<file path="config.mk">
export PLATFORM = sky130hd
export DESIGN_NAME = refcounted_inode_slot_table
export DESIGN_NICKNAME = d
export VERILOG_FILES = /design/src/rtl/ist_pkg.sv /design/src/rtl/ist_ctrl.sv /design/src/rtl/ist_datapath.sv /design/src/rtl/refcounted_inode_slot_table.sv
export SDC_FILE = /design/constraint.sdc
export NUM_CORES = 2
export LEC_CHECK = 0
export BUFFER_PORTS_ARGS = -buffer_cell sky130_fd_sc_hd__buf_2
export CORE_MARGIN = 2
export CORE_UTILIZATION = 30
export DETAILED_ROUTE_END_ITERATION = 10
export PLACE_DENSITY_LB_ADDON = 0.15
export SYNTH_ARGS = -nofsm -noshare
export SYNTH_HDL_FRONTEND = slang
export SYNTH_SLANG_ARGS = --single-unit
</file>
<file path="constraint.sdc">
create_clock -name clk -period 6.1 [get_ports clk]
set_input_delay 1.22 -clock clk [delete_from_list [all_inputs] [get_ports clk]]
set_output_delay 1.22 -clock clk [all_outputs]
set_load 0.01 [all_outputs]
</file>
<file path="src/rtl/ist_pkg.sv">
`default_nettype none

package ist_pkg;

    // Field widths of the request and result beats.
    localparam int ACTION_W = 2;
    localparam int DEV_W    = 8;
    localparam int INO_W    = 16;
    localparam int IDX_W    = 6;
    localparam int STATUS_W = 3;
    localparam int COUNT_W  = 8;

    // Request actions.
    localparam logic [ACTION_W-1:0] ACT_GET = 2'd0;
    localparam logic [ACTION_W-1:0] ACT_DUP = 2'd1;
    localparam logic [ACTION_W-1:0] ACT_PUT = 2'd2;

    // Result status codes.
    localparam logic [STATUS_W-1:0] ST_HIT        = 3'd0;
    localparam logic [STATUS_W-1:0] ST_CLAIMED    = 3'd1;
    localparam logic [STATUS_W-1:0] ST_DONE       = 3'd2;
    localparam logic [STATUS_W-1:0] ST_FULL       = 3'd3;
    localparam logic [STATUS_W-1:0] ST_NOT_IN_USE = 3'd4;
    localparam logic [STATUS_W-1:0] ST_OVERFLOW   = 3'd5;

    localparam logic [COUNT_W-1:0] COUNT_MAX = 8'd255;

    // One slot of the table as it sits in the memory.
    typedef struct packed {
        logic [COUNT_W-1:0] refs;
        logic [DEV_W-1:0]   dev;
        logic [INO_W-1:0]   ino;
    } ist_entry_t;

    // Commands from the controller to the datapath.
    typedef struct packed {
        logic clear_step;
        logic accept;
        logic scan_rd;
        logic named_rd;
        logic finish_scan;
        logic finish_named;
    } ist_cmd_t;

    // Status from the datapath to the controller.
    typedef struct packed {
        logic data_vld;
        logic data_hit;
        logic data_last;
        logic issue_done;
        logic clear_last;
    } ist_stat_t;

endpackage

`default_nettype wire

</file>
<file path="src/rtl/ist_ctrl.sv">
`default_nettype none

module ist_ctrl (
    input  logic                             clk,
    input  logic                             rst_n,
    input  logic                             start,
    input  logic [ist_pkg::ACTION_W-1:0]     action,
    input  ist_pkg::ist_stat_t               stat,
    output ist_pkg::ist_cmd_t                cmd,
    output logic                             busy
);
    import ist_pkg::*;

    typedef enum logic [2:0] {
        S_CLEAR,
        S_IDLE,
        S_SCAN,
        S_NAMED_RD,
        S_NAMED_DO
    } state_t;

    state_t state_reg;
    state_t state_next;
    logic   busy_reg;

    always_comb
    begin
        cmd        = '0;
        state_next = state_reg;
        case (state_reg)
            S_CLEAR:
            begin
                cmd.clear_step = 1'b1;
                if (stat.clear_last)
                begin
                    state_next = S_IDLE;
                end
            end
            S_IDLE:
            begin
                if (start && !busy_reg)
                begin
                    cmd.accept = 1'b1;
                    if (action == ACT_GET)
                    begin
                        state_next = S_SCAN;
                    end
                    else if (action == ACT_DUP || action == ACT_PUT)
                    begin
                        state_next = S_NAMED_RD;
                    end
                end
            end
            S_SCAN:
            begin
                if (stat.data_vld && (stat.data_hit || stat.data_last))
                begin
                    cmd.finish_scan = 1'b1;
                    state_next      = S_IDLE;
                end
                else
                begin
                    cmd.scan_rd = !stat.issue_done;
                end
            end
            S_NAMED_RD:
            begin
                cmd.named_rd = 1'b1;
                state_next   = S_NAMED_DO;
            end
            S_NAMED_DO:
            begin
                cmd.finish_named = 1'b1;
                state_next       = S_IDLE;
            end
            default:
            begin
                state_next = S_IDLE;
            end
        endcase
    end

    always_ff @(posedge clk or negedge rst_n)
    begin
        if (!rst_n)
        begin
            state_reg <= S_CLEAR;
            busy_reg  <= 1'b1;
        end
        else
        begin
            state_reg <= state_next;
            busy_reg  <= (state_next != S_IDLE);
        end
    end

    assign busy = busy_reg;

endmodule

`default_nettype wire

</file>
<file path="src/rtl/ist_datapath.sv">
`default_nettype none

module ist_datapath #(
    parameter int TABLE_SLOTS = 64
) (
    input  logic                             clk,
    input  logic                             rst_n,
    input  ist_pkg::ist_cmd_t                cmd,
    output ist_pkg::ist_stat_t               stat,
    input  logic [ist_pkg::ACTION_W-1:0]     action,
    input  logic [ist_pkg::DEV_W-1:0]        device_number,
    input  logic [ist_pkg::INO_W-1:0]        inode_number,
    input  logic [ist_pkg::IDX_W-1:0]        slot_index,
    output logic                             done,
    output logic [ist_pkg::IDX_W-1:0]        result_slot,
    output logic [ist_pkg::STATUS_W-1:0]     status,
    output logic                             fresh_entry,
    output logic [ist_pkg::COUNT_W-1:0]      count_after
);
    import ist_pkg::*;

    localparam int SLOT_W = (TABLE_SLOTS > 1) ? $clog2(TABLE_SLOTS) : 1;
    localparam int CNT_W  = $clog2(TABLE_SLOTS + 1);

    ist_entry_t mem_ram [TABLE_SLOTS];

    // Request latched at accept.
    logic                req_put_reg;
    logic [DEV_W-1:0]    req_dev_reg;
    logic [INO_W-1:0]    req_ino_reg;
    logic [IDX_W-1:0]    req_idx_reg;

    // Scan and read pipeline.
    logic [CNT_W-1:0]    scan_addr_reg;
    logic [CNT_W-1:0]    scan_addr_next;
    logic [SLOT_W-1:0]   data_addr_reg;
    logic                data_vld_reg;
    ist_entry_t          rd_data_reg;
    logic                have_free_reg;
    logic                have_free_next;
    logic [SLOT_W-1:0]   free_slot_reg;
    logic [SLOT_W-1:0]   free_slot_next;

    // Memory ports.
    logic                rd_en;
    logic [SLOT_W-1:0]   rd_addr;
    logic                wr_en;
    logic [SLOT_W-1:0]   wr_addr;
    ist_entry_t          wr_data;

    // Result registers.
    logic                done_reg;
    logic                done_next;
    logic [IDX_W-1:0]    result_slot_reg;
    logic [IDX_W-1:0]    result_slot_next;
    logic [STATUS_W-1:0] status_reg;
    logic [STATUS_W-1:0] status_next;
    logic                fresh_reg;
    logic                fresh_next;
    logic [COUNT_W-1:0]  count_reg;
    logic [COUNT_W-1:0]  count_next;

    logic [SLOT_W-1:0]   idx_addr;
    logic                idx_in_range;
    logic                data_free;
    logic                data_hit;

    assign idx_addr     = SLOT_W'(req_idx_reg);
    assign idx_in_range = (32'(req_idx_reg) < TABLE_SLOTS);
    assign data_free    = (rd_data_reg.refs == '0);
    assign data_hit     = data_vld_reg && !data_free &&
                          (rd_data_reg.dev == req_dev_reg) &&
                          (rd_data_reg.ino == req_ino_reg);

    assign stat.data_vld   = data_vld_reg;
    assign stat.data_hit   = data_hit;
    assign stat.data_last  = (data_addr_reg == SLOT_W'(TABLE_SLOTS - 1));
    assign stat.issue_done = (scan_addr_reg == CNT_W'(TABLE_SLOTS));
    assign stat.clear_last = (scan_addr_reg == CNT_W'(TABLE_SLOTS - 1));

    assign rd_en   = cmd.scan_rd || cmd.named_rd;
    assign rd_addr = cmd.named_rd ? idx_addr : scan_addr_reg[SLOT_W-1:0];

    always_comb
    begin
        scan_addr_next = scan_addr_reg;
        if (cmd.accept)
        begin
            scan_addr_next = '0;
        end
        else if (cmd.clear_step || cmd.scan_rd)
        begin
            scan_addr_next = scan_addr_reg + CNT_W'(1);
        end
    end

    always_comb
    begin
        have_free_next = have_free_reg;
        free_slot_next = free_slot_reg;
        if (cmd.accept)
        begin
            have_free_next = 1'b0;
        end
        else if (data_vld_reg && data_free && !have_free_reg)
        begin
            have_free_next = 1'b1;
            free_slot_next = data_addr_reg;
        end
    end

    always_comb
    begin
        wr_en            = 1'b0;
        wr_addr          = scan_addr_reg[SLOT_W-1:0];
        wr_data          = '0;
        done_next        = 1'b0;
        result_slot_next = result_slot_reg;
        status_next      = status_reg;
        fresh_next       = 1'b0;
        count_next       = count_reg;

        if (cmd.clear_step)
        begin
            wr_en = 1'b1;
        end

        if (cmd.finish_scan)
        begin
            done_next = 1'b1;
            if (data_hit)
            begin
                result_slot_next = IDX_W'(data_addr_reg);
                if (rd_data_reg.refs >= COUNT_MAX)
                begin
                    status_next = ST_OVERFLOW;
                    count_next  = rd_data_reg.refs;
                end
                else
                begin
                    wr_en        = 1'b1;
                    wr_addr      = data_addr_reg;
                    wr_data      = rd_data_reg;
                    wr_data.refs = rd_data_reg.refs + COUNT_W'(1);
                    status_next  = ST_HIT;
                    count_next   = wr_data.refs;
                end
            end
            else if (have_free_reg || data_free)
            begin
                wr_en            = 1'b1;
                wr_addr          = have_free_reg ? free_slot_reg : data_addr_reg;
                wr_data.refs     = COUNT_W'(1);
                wr_data.dev      = req_dev_reg;
                wr_data.ino      = req_ino_reg;
                result_slot_next = IDX_W'(wr_addr);
                status_next      = ST_CLAIMED;
                fresh_next       = 1'b1;
                count_next       = COUNT_W'(1);
            end
            else
            begin
                result_slot_next = '0;
                status_next      = ST_FULL;
                count_next       = '0;
            end
        end

        if (cmd.finish_named)
        begin
            done_next        = 1'b1;
            result_slot_next = req_idx_reg;
            if (!idx_in_range || data_free)
            begin
                status_next = ST_NOT_IN_USE;
                count_next  = '0;
            end
            else if (!req_put_reg && rd_data_reg.refs >= COUNT_MAX)
            begin
                status_next = ST_OVERFLOW;
                count_next  = rd_data_reg.refs;
            end
            else
            begin
                wr_en        = 1'b1;
                wr_addr      = idx_addr;
                wr_data      = rd_data_reg;
                wr_data.refs = req_put_reg ? rd_data_reg.refs - COUNT_W'(1)
                                           : rd_data_reg.refs + COUNT_W'(1);
                status_next  = ST_DONE;
                count_next   = wr_data.refs;
            end
        end
    end

    // Slot memory: one write and one registered read per cycle.
    always_ff @(posedge clk)
    begin
        if (wr_en)
        begin
            mem_ram[wr_addr] <= wr_data;
        end
        if (rd_en)
        begin
            rd_data_reg <= mem_ram[rd_addr];
        end
    end

    always_ff @(posedge clk)
    begin
        if (cmd.accept)
        begin
            req_put_reg <= (action == ACT_PUT);
            req_dev_reg <= device_number;
            req_ino_reg <= inode_number;
            req_idx_reg <= slot_index;
        end
        if (cmd.scan_rd)
        begin
            data_addr_reg <= scan_addr_reg[SLOT_W-1:0];
        end
        free_slot_reg   <= free_slot_next;
        result_slot_reg <= result_slot_next;
        status_reg      <= status_next;
        fresh_reg       <= fresh_next;
        count_reg       <= count_next;
    end

    always_ff @(posedge clk or negedge rst_n)
    begin
        if (!rst_n)
        begin
            scan_addr_reg <= '0;
            data_vld_reg  <= 1'b0;
            have_free_reg <= 1'b0;
            done_reg      <= 1'b0;
        end
        else
        begin
            scan_addr_reg <= scan_addr_next;
            data_vld_reg  <= cmd.scan_rd;
            have_free_reg <= have_free_next;
            done_reg      <= done_next;
        end
    end

    assign done        = done_reg;
    assign result_slot = result_slot_reg;
    assign status      = status_reg;
    assign fresh_entry = fresh_reg;
    assign count_after = count_reg;

    a_one_finish: assert property (@(posedge clk) disable iff (!rst_n)
        $onehot0({cmd.finish_scan, cmd.finish_named}))
        else $error("both finish commands asserted together");

    a_no_overread: assert property (@(posedge clk) disable iff (!rst_n)
        cmd.scan_rd |-> !stat.issue_done)
        else $error("scan read issued past the last slot");

    a_finish_done: assert property (@(posedge clk) disable iff (!rst_n)
        (cmd.finish_scan || cmd.finish_named) |=> done_reg)
        else $error("finished request produced no result beat");

    a_fresh_claim: assert property (@(posedge clk) disable iff (!rst_n)
        done_reg |-> (fresh_reg == (status_reg == ST_CLAIMED)))
        else $error("fresh flag disagrees with status");

    a_hit_count: assert property (@(posedge clk) disable iff (!rst_n)
        (done_reg && (status_reg == ST_HIT || status_reg == ST_CLAIMED)) |->
        (count_reg != '0))
        else $error("hit or claim reported a zero count");

endmodule

`default_nettype wire

</file>
<file path="src/rtl/refcounted_inode_slot_table.sv">
`default_nettype none

// Channel   | Handshake                   | Payload
// ----------+-----------------------------+--------------------------------------------
// request   | start, busy (taken: start   | action, device_number, inode_number,
//           | high while busy low)        | slot_index
// result    | done (one-cycle strobe)     | result_slot, status, fresh_entry, count_after
//
// A get walks the table through one memory read port, one slot a cycle; it reads
// the whole table when it misses and stops early when a matching slot comes up.
// Dup and put read the named slot once in S_NAMED_RD and deliver their beat from the result registers after S_NAMED_DO.
// After reset a clearing pass zeroes every slot count, with busy high.
// Action code 3 is taken and dropped without a result beat.
// Results cannot be stalled: each beat shows on done for exactly one cycle.
module refcounted_inode_slot_table #(
    parameter int TABLE_SLOTS = 64
) (
    input  logic                             clk,
    input  logic                             rst_n,
    input  logic                             start,
    output logic                             busy,
    input  logic [ist_pkg::ACTION_W-1:0]     action,
    input  logic [ist_pkg::DEV_W-1:0]        device_number,
    input  logic [ist_pkg::INO_W-1:0]        inode_number,
    input  logic [ist_pkg::IDX_W-1:0]        slot_index,
    output logic                             done,
    output logic [ist_pkg::IDX_W-1:0]        result_slot,
    output logic [ist_pkg::STATUS_W-1:0]     status,
    output logic                             fresh_entry,
    output logic [ist_pkg::COUNT_W-1:0]      count_after
);
    import ist_pkg::*;

    // The controller sequences the clearing pass, the table walk and the
    // read-modify-write of a named slot; the datapath owns the slot memory,
    // the latched request, the first-free tracker and the result registers.
    ist_cmd_t  cmd;
    ist_stat_t stat;

    ist_ctrl u_ctrl (
        .clk    (clk),
        .rst_n  (rst_n),
        .start  (start),
        .action (action),
        .stat   (stat),
        .cmd    (cmd),
        .busy   (busy)
    );

    ist_datapath #(
        .TABLE_SLOTS (TABLE_SLOTS)
    ) u_datapath (
        .clk           (clk),
        .rst_n         (rst_n),
        .cmd           (cmd),
        .stat          (stat),
        .action        (action),
        .device_number (device_number),
        .inode_number  (inode_number),
        .slot_index    (slot_index),
        .done          (done),
        .result_slot   (result_slot),
        .status        (status),
        .fresh_entry   (fresh_entry),
        .count_after   (count_after)
    );

endmodule

`default_nettype wire
</file>
======== After elaboration in Yosys (flattened, before gate mapping) ========
Memory sizes are Yosys's and may differ from the RTL's. A register that Yosys moved wholly into a read port is not among the register bits.
Cells that the tools add are included.
word-level totals
  RAM bits ................................ 2048
  memories kept ........................... 1
  input bits .............................. 35
  logic and storage cells ................. 128
  output and inout bits ................... 20
  register bits after elaboration ......... 75
operators by class
  eq/ne operators ......................... 12
  bitwise gates (word level) .............. 2
  reductions and logical operators ........ 26
  order comparisons ....................... 1
  multiplexer cells ....................... 67
  add/subtract/negate cells ............... 3
memories
  name                depth  bits a word  rd ports  clocked after memory_dff  wr ports  line                RTL
  u_datapath.mem_ram  64     32           1         1                         1         ist_datapath.sv:25  ist_entry_t mem_ram [TABLE_SLOTS];
operator list
  operator               number
  $mux W32               6
  $mux W6                13
  $mux W8                7
  $mux W3                11
  $mux W1                25
  $mux W25               1
  $eq A16 B16 Y1         1
  $mux W7                2
  $pmux W3 S4            1
  $add A8 B1 Y8 const B  1
  $eq A8 B8 Y1           1
  $ge A8 B8 Y1 const B   1
  $logic_and A1 B1 Y1    8
  $logic_not A8 Y1       1
  $sub A8 B1 Y8 const B  1
  $add A7 B1 Y7 const B  1
  $eq A7 B6 Y1 const B   1
  $eq A7 B7 Y1 const B   1
  $eq A3 B2 Y1 const B   2
  $eq A6 B6 Y1 const B   1
  $reduce_bool A2 Y1     3
  $logic_not A1 Y1       5
  $logic_or A1 B1 Y1     5
  $eq A3 B1 Y1 const B   1
  other kinds (10)       11

======== Logic depth before layout (Yosys ltp) ========
  word-level depth ........................ 15
  mapped depth ............................ 13
  depth with buffers taken out ............ 11

======== Modules after synthesis ========
Synthesis repeated with hierarchy kept, for this count alone.
second synthesis, totals
  cell total of the unflattened synthesis .. 4211
  area total of the unflattened synthesis .. 84130.7 um2
by module, submodules not included
  module        cells an instance  instances  area an instance (um2)  seq. area each (um2)
  ist_datapath  4180               1          83837.9                 64531.9
  ist_ctrl      31                 1          292.8                   101.3

======== Worst setup path after synthesis ========
Ideal clock, no wire load.
  kind .................................... register -> register
  start ................................... register u_datapath.req_ino_reg[11]
  end ..................................... memory u_datapath.mem_ram[0][28] (netlist bit) (data pin)
  required time ........................... 5.398 ns
  setup slack ............................. 1.035 ns
  arrival time ............................ 4.364 ns
  period minus slack after synthesis ...... 5.065 ns
  setup time .............................. 0.702 ns
  cell stages (with the launch flop) ...... 8
  path buffers ............................ 1
  cell sequence ........................... edfxtp_1 -> xnor2_1 -> nand4_1 -> or4_4 -> nor3_4 -> buf_2 -> nand2_1 -> o21ai_0
RTL lines
  element                   line                 RTL
  start: declaration        ist_datapath.sv:30   logic [INO_W-1:0] req_ino_reg;
  start signal: assignment  ist_datapath.sv:215  req_ino_reg <= inode_number;
  end: declaration          ist_datapath.sv:25

======== Worst setup path after layout ========
  start ................................... register u_datapath.req_dev_reg[1]
  end ..................................... memory u_datapath.mem_ram[18][5] (netlist bit) (enable)
on the way
  cells in the longest elaborated chain, start to end .. 13
  elaborated cells on any way between the ends .. 19
  classes of those cells .................. eq/ne (1); mux (14); reduce/logical (4)
RTL lines
  element                        line                 RTL
  start: declaration             ist_datapath.sv:29   logic [DEV_W-1:0] req_dev_reg;
  start signal: assignment       ist_datapath.sv:214  req_dev_reg <= device_number;
  $eq A8 B8 Y1 *                 ist_datapath.sv:72   (rd_data_reg.dev == req_dev_reg) &&
  $logic_and A1 B1 Y1 *          ist_datapath.sv:71   assign data_hit = data_vld_reg && !data_free &&
  $logic_and A1 B1 Y1 *          ist_datapath.sv:72
  $logic_or A1 B1 Y1             ist_ctrl.sv:56       if (stat.data_vld && (stat.data_hit || stat.data_last))
  $logic_and A1 B1 Y1            ist_ctrl.sv:56
  $mux W1                        ist_ctrl.sv:56
  $mux W1                        ist_ctrl.sv:30       case (state_reg)
  $mux W1                        ist_datapath.sv:128  if (cmd.finish_scan)
  $mux W1                        ist_datapath.sv:178  else if (!req_put_reg && rd_data_reg.refs >= COUNT_MAX)
  $mux W1                        ist_datapath.sv:173  if (!idx_in_range || data_free)
  $mux W1                        ist_datapath.sv:169  if (cmd.finish_named)
  $mux W1                        ist_datapath.sv:199  if (wr_en)
  $mux W1 (not written as such)  ist_datapath.sv:201  mem_ram[wr_addr] <= wr_data;
Every way passes the cells marked *; elsewhere a longest branch is shown, timed or not.

==> metrics.txt <==
status=completed; nature of the critical path endpoint=register; Post-Syn Area per Cell=13.0 um^2; number of antenna-violating nets in the routed design=0; primary flip-flop cell chosen by synthesis mapping=edfxtp_1; CORE AREA=287000 um^2; kind of critical path=reg2reg; # rows=197; number of pins with negative max-slew slack in the final report=0; adder-cell share of the synthesized area=0.00101; number of buffers on the longest clock path=3; ratio of cells with drive above 1 in the final layout=0.114; clock tree root driver cell=clkbuf_16; synthesized-area fraction occupied by and/or/nand/nor cells=0.165; multi-input combinational cell area=20700 um^2; clock tree from TritonCTS=yes; data required time of the critical path=6.59 ns; CP Launch Type=register; Overall Global Routing Usage=0.189; post-route fraction of the period consumed by the critical path=0.836; layout filler cell count=27800; Cell Pwr Density=489 nW/um^2; largest net degree at the start of global routing=120; Max Freq=196 MHz; total iterations of the first detailed-routing run=6; wire length of the first global-routing pass=403 mm; Post-Syn Nets=6673; Routed Wire Length=283 mm; DRC violation count after routing=0; post-route total power=0.0491 W; Tightest Hold Check Type=in2async; parity-gate share of the synthesized area counting xor and xnor cells=0.00385; number of global-route vias before repair=53200; Syn Std Cell Area=86400 um^2; gr ovfl total=0; Slowest Stage Delay on Critical Path=0.64 ns; worst reg2reg path startpoint=u_datapath.req_dev_reg[1]$_DFFE_PP_; critical path, cell by cell=xnor2_1 -> nand4_1 -> or4_4 -> nor3_4 -> o21ai_1 -> and3_1 -> nor3_2 -> nand3_2 -> nor2_4 -> buf_4; via total after detailed routing=55400; number of nets in the finished design=6785; Area Overhead vs Synth=16.2%; critical-path maximum fanout=32; share of synthesized area occupied by flip-flops and latches=0.748; global placement routability congestion=0.889; multiplexer fraction of the synthesized cell area=0.00217; Worst Clk Skew=0.0413 ns; worst-margin pin slew=1.31 ns; dominant combinational cell family by area after synthesis=simple AND/OR/NAND/NOR gates; area fraction in compound gates after synthesis=0.0592; count of port buffers added during placement=54; antenna violations before repair=15; Largest register FFs=2048; Reg area=64600 um^2; data arrival time of the worst path=5.59 ns; number of synthesized register bits=2155; clock latency of the later-clocked register in the worst-skew pair=0.90 ns; Horiz. Die Dim=541 um; cell leakage power=33.9 nW; DRC violation total after the first TritonRoute iteration=5747; post-layout min period=5.10 ns; Top Ports=55; Total Die Area=292000 um^2; Hold Fails Final Rpt=0; peak supply drop=0.389 mV; Final setup violation count=0; ys async rst share=0.00650; gate count after technology mapping=6631; Slowest-stage cell, CP=nor3_4; max-slew headroom at the worst pin=0.125; die span in y=541 um; number of distinct library cell variants in the gate-level netlist after synthesis=72; DP Wirelength=167 mm; Setup crit start=u_datapath.req_dev_reg[1]$_DFFE_PP_; count of H-tree levels built during CTS=4; WL per Instance=26.4 um; Starting Density=0.301; Yosys warning total=0; number of gates resized after cts=0; unrepaired setup endpoints after global routing=no; setup bufs post-CTS=0; Max Cap Violations=0; clock-pin slew of the registers on the worst-case setup and hold paths=0.06 ns; number of enable flip-flop cells after synthesis=2140; ratio of routed vias to standard cells=5.16; number of buffers added by the clock tree synthesis step=232; Setup Total Neg Slack=0 ns; hold_buf cts=0; sinks on the clock net=2155
cells in the final DEF (no fill, tap or decap), types with 5 or more instances in the layout:
master         n
and3_1       194
or3_1          6
xor2_1         7
clkbuf_1      61
clkbuf_16    235
a22oi_1       28
clkinvlp_4     5
o21ai_4        5
buf_2         54
o22ai_1        6
nor2_1        41
nand3_2        6
clkinv_1      56
a311oi_1     326
a22o_2        24
inv_1          7
ha_1           7
a211o_1       56
nand4_1        9
dfrtp_1       13
nor3_1        14
diode_2       11
clkinv_2      42
edfxtp_1    2140
nor2_4        64
o21ai_0       21
xnor2_1       31
buf_4        223
mux2i_1        8
bufinv_16     15
a31oi_1      120
nand2_1     2093
nand3_1      837
buf_12        53
a21oi_1       19
nor2b_1        9
kinds of logic (layout without fill, tap and decap cells):
group | after synthesis | count (layout)
compound gates | 642 | 642
xor+xnor | 38 | 38
fa+ha+maj | 7 | 7
buf+inv | 461 | 769
flops | 2155 | 2155
mux | 18 | 18
other cells | 0 | 11
simple gates | 3310 | 3310
final timing paths:
| path | cells past startpoint | slack (ns) | to |
|---|---|---|---|
| setup / recovery | 10 | 1.00 | u_datapath.mem_ram[18][5]$_DFFE_PP_ |
| max in group asynchronous | 1 | 5.57 | u_ctrl.busy$_DFF_PN1_ |
| hold / removal | 1 | 0.23 | u_ctrl.state_reg[1]$_DFF_PN0_ |
| setup reg to reg | 10 | 1.00 | u_datapath.mem_ram[18][5]$_DFFE_PP_ |
| hold reg to reg | 0 | 0.57 | u_datapath.free_slot_reg[3]$_DFFE_PP_ |
| min in group clk | 1 | 0.50 | u_datapath.idx_addr[3]$_DFFE_PP_ |
layout make-up:
| class | instances | share of cell area |
|---|---|---|
| tap | 3781 | 0.0471 |
| timing repair buffer | 330 | 0.0299 |
| multi-input combinational | 4015 | 0.206 |
| inverter | 9 | 0.000336 |
| clock inverter | 134 | 0.0114 |
| antenna | 11 | 0.000274 |
| clock buffer | 296 | 0.0608 |
| sequential | 2155 | 0.644 |
per-stage QoR:
| stage | hold WS (ns) | utilization | instances | cell area (um^2) | worst slack, ns |
|---|---|---|---|---|---|
| 6_report | 0.229 | 0.350 | 10700 | 100000 | 1.00 |
| 5_1_grt | 0.212 | 0.350 | 10700 | 100000 | 0.833 |
| 4_1_cts | 0.173 | 0.350 | 10700 | 100000 | 1.10 |
| 3_5_place_dp | 0.554 | 0.324 | 10300 | 93100 | 1.13 |
| 3_3_place_gp | 0.570 | 0.324 | 10300 | 93100 | 1.15 |
| 2_1_floorplan | 0.423 | - | 6631 | 86400 | 1.03 |
power by group:
part	total [W]	internal, W	switching (W)
Clock	0.0136	0.00769	0.00590
Sequential	0.0179	0.0175	0.000392
Combinational	0.0176	0.00477	0.0128
per-layer routing:
metal  wire [um]  track usage
met1      131000        0.278
met2      128000        0.294
met3       16000       0.0235
met4        7760       0.0529
met5           0            0
critical path, delay by kind of cell, from the launching register on:
kind	cells	cell delay, ns
flops	1	0.40
buf+inv	1	0.54
simple gates	7	3.05
xor+xnor	1	0.29
compound gates	1	0.36
cells in the mapped netlist (21+ instances only):
library cell | count | area share
a31oi_1 | 120 | 0.0087
a22o_1 | 26 | 0.0026
edfxtp_1 | 2140 | 0.74
xnor2_1 | 31 | 0.0031
a211o_1 | 56 | 0.0057
buf_2 | 29 | 0.0017
a21oi_1 | 21 | 0.0012
nor2_1 | 107 | 0.0046
nand3_1 | 837 | 0.048
and3_1 | 194 | 0.014
a311oi_1 | 326 | 0.033
a22oi_1 | 28 | 0.0024
o21ai_0 | 26 | 0.0015
clkbuf_1 | 381 | 0.017
nand2_1 | 2094 | 0.091
buf_1 | 41 | 0.0018
Note: power is estimated with default switching activity, not from simulation.
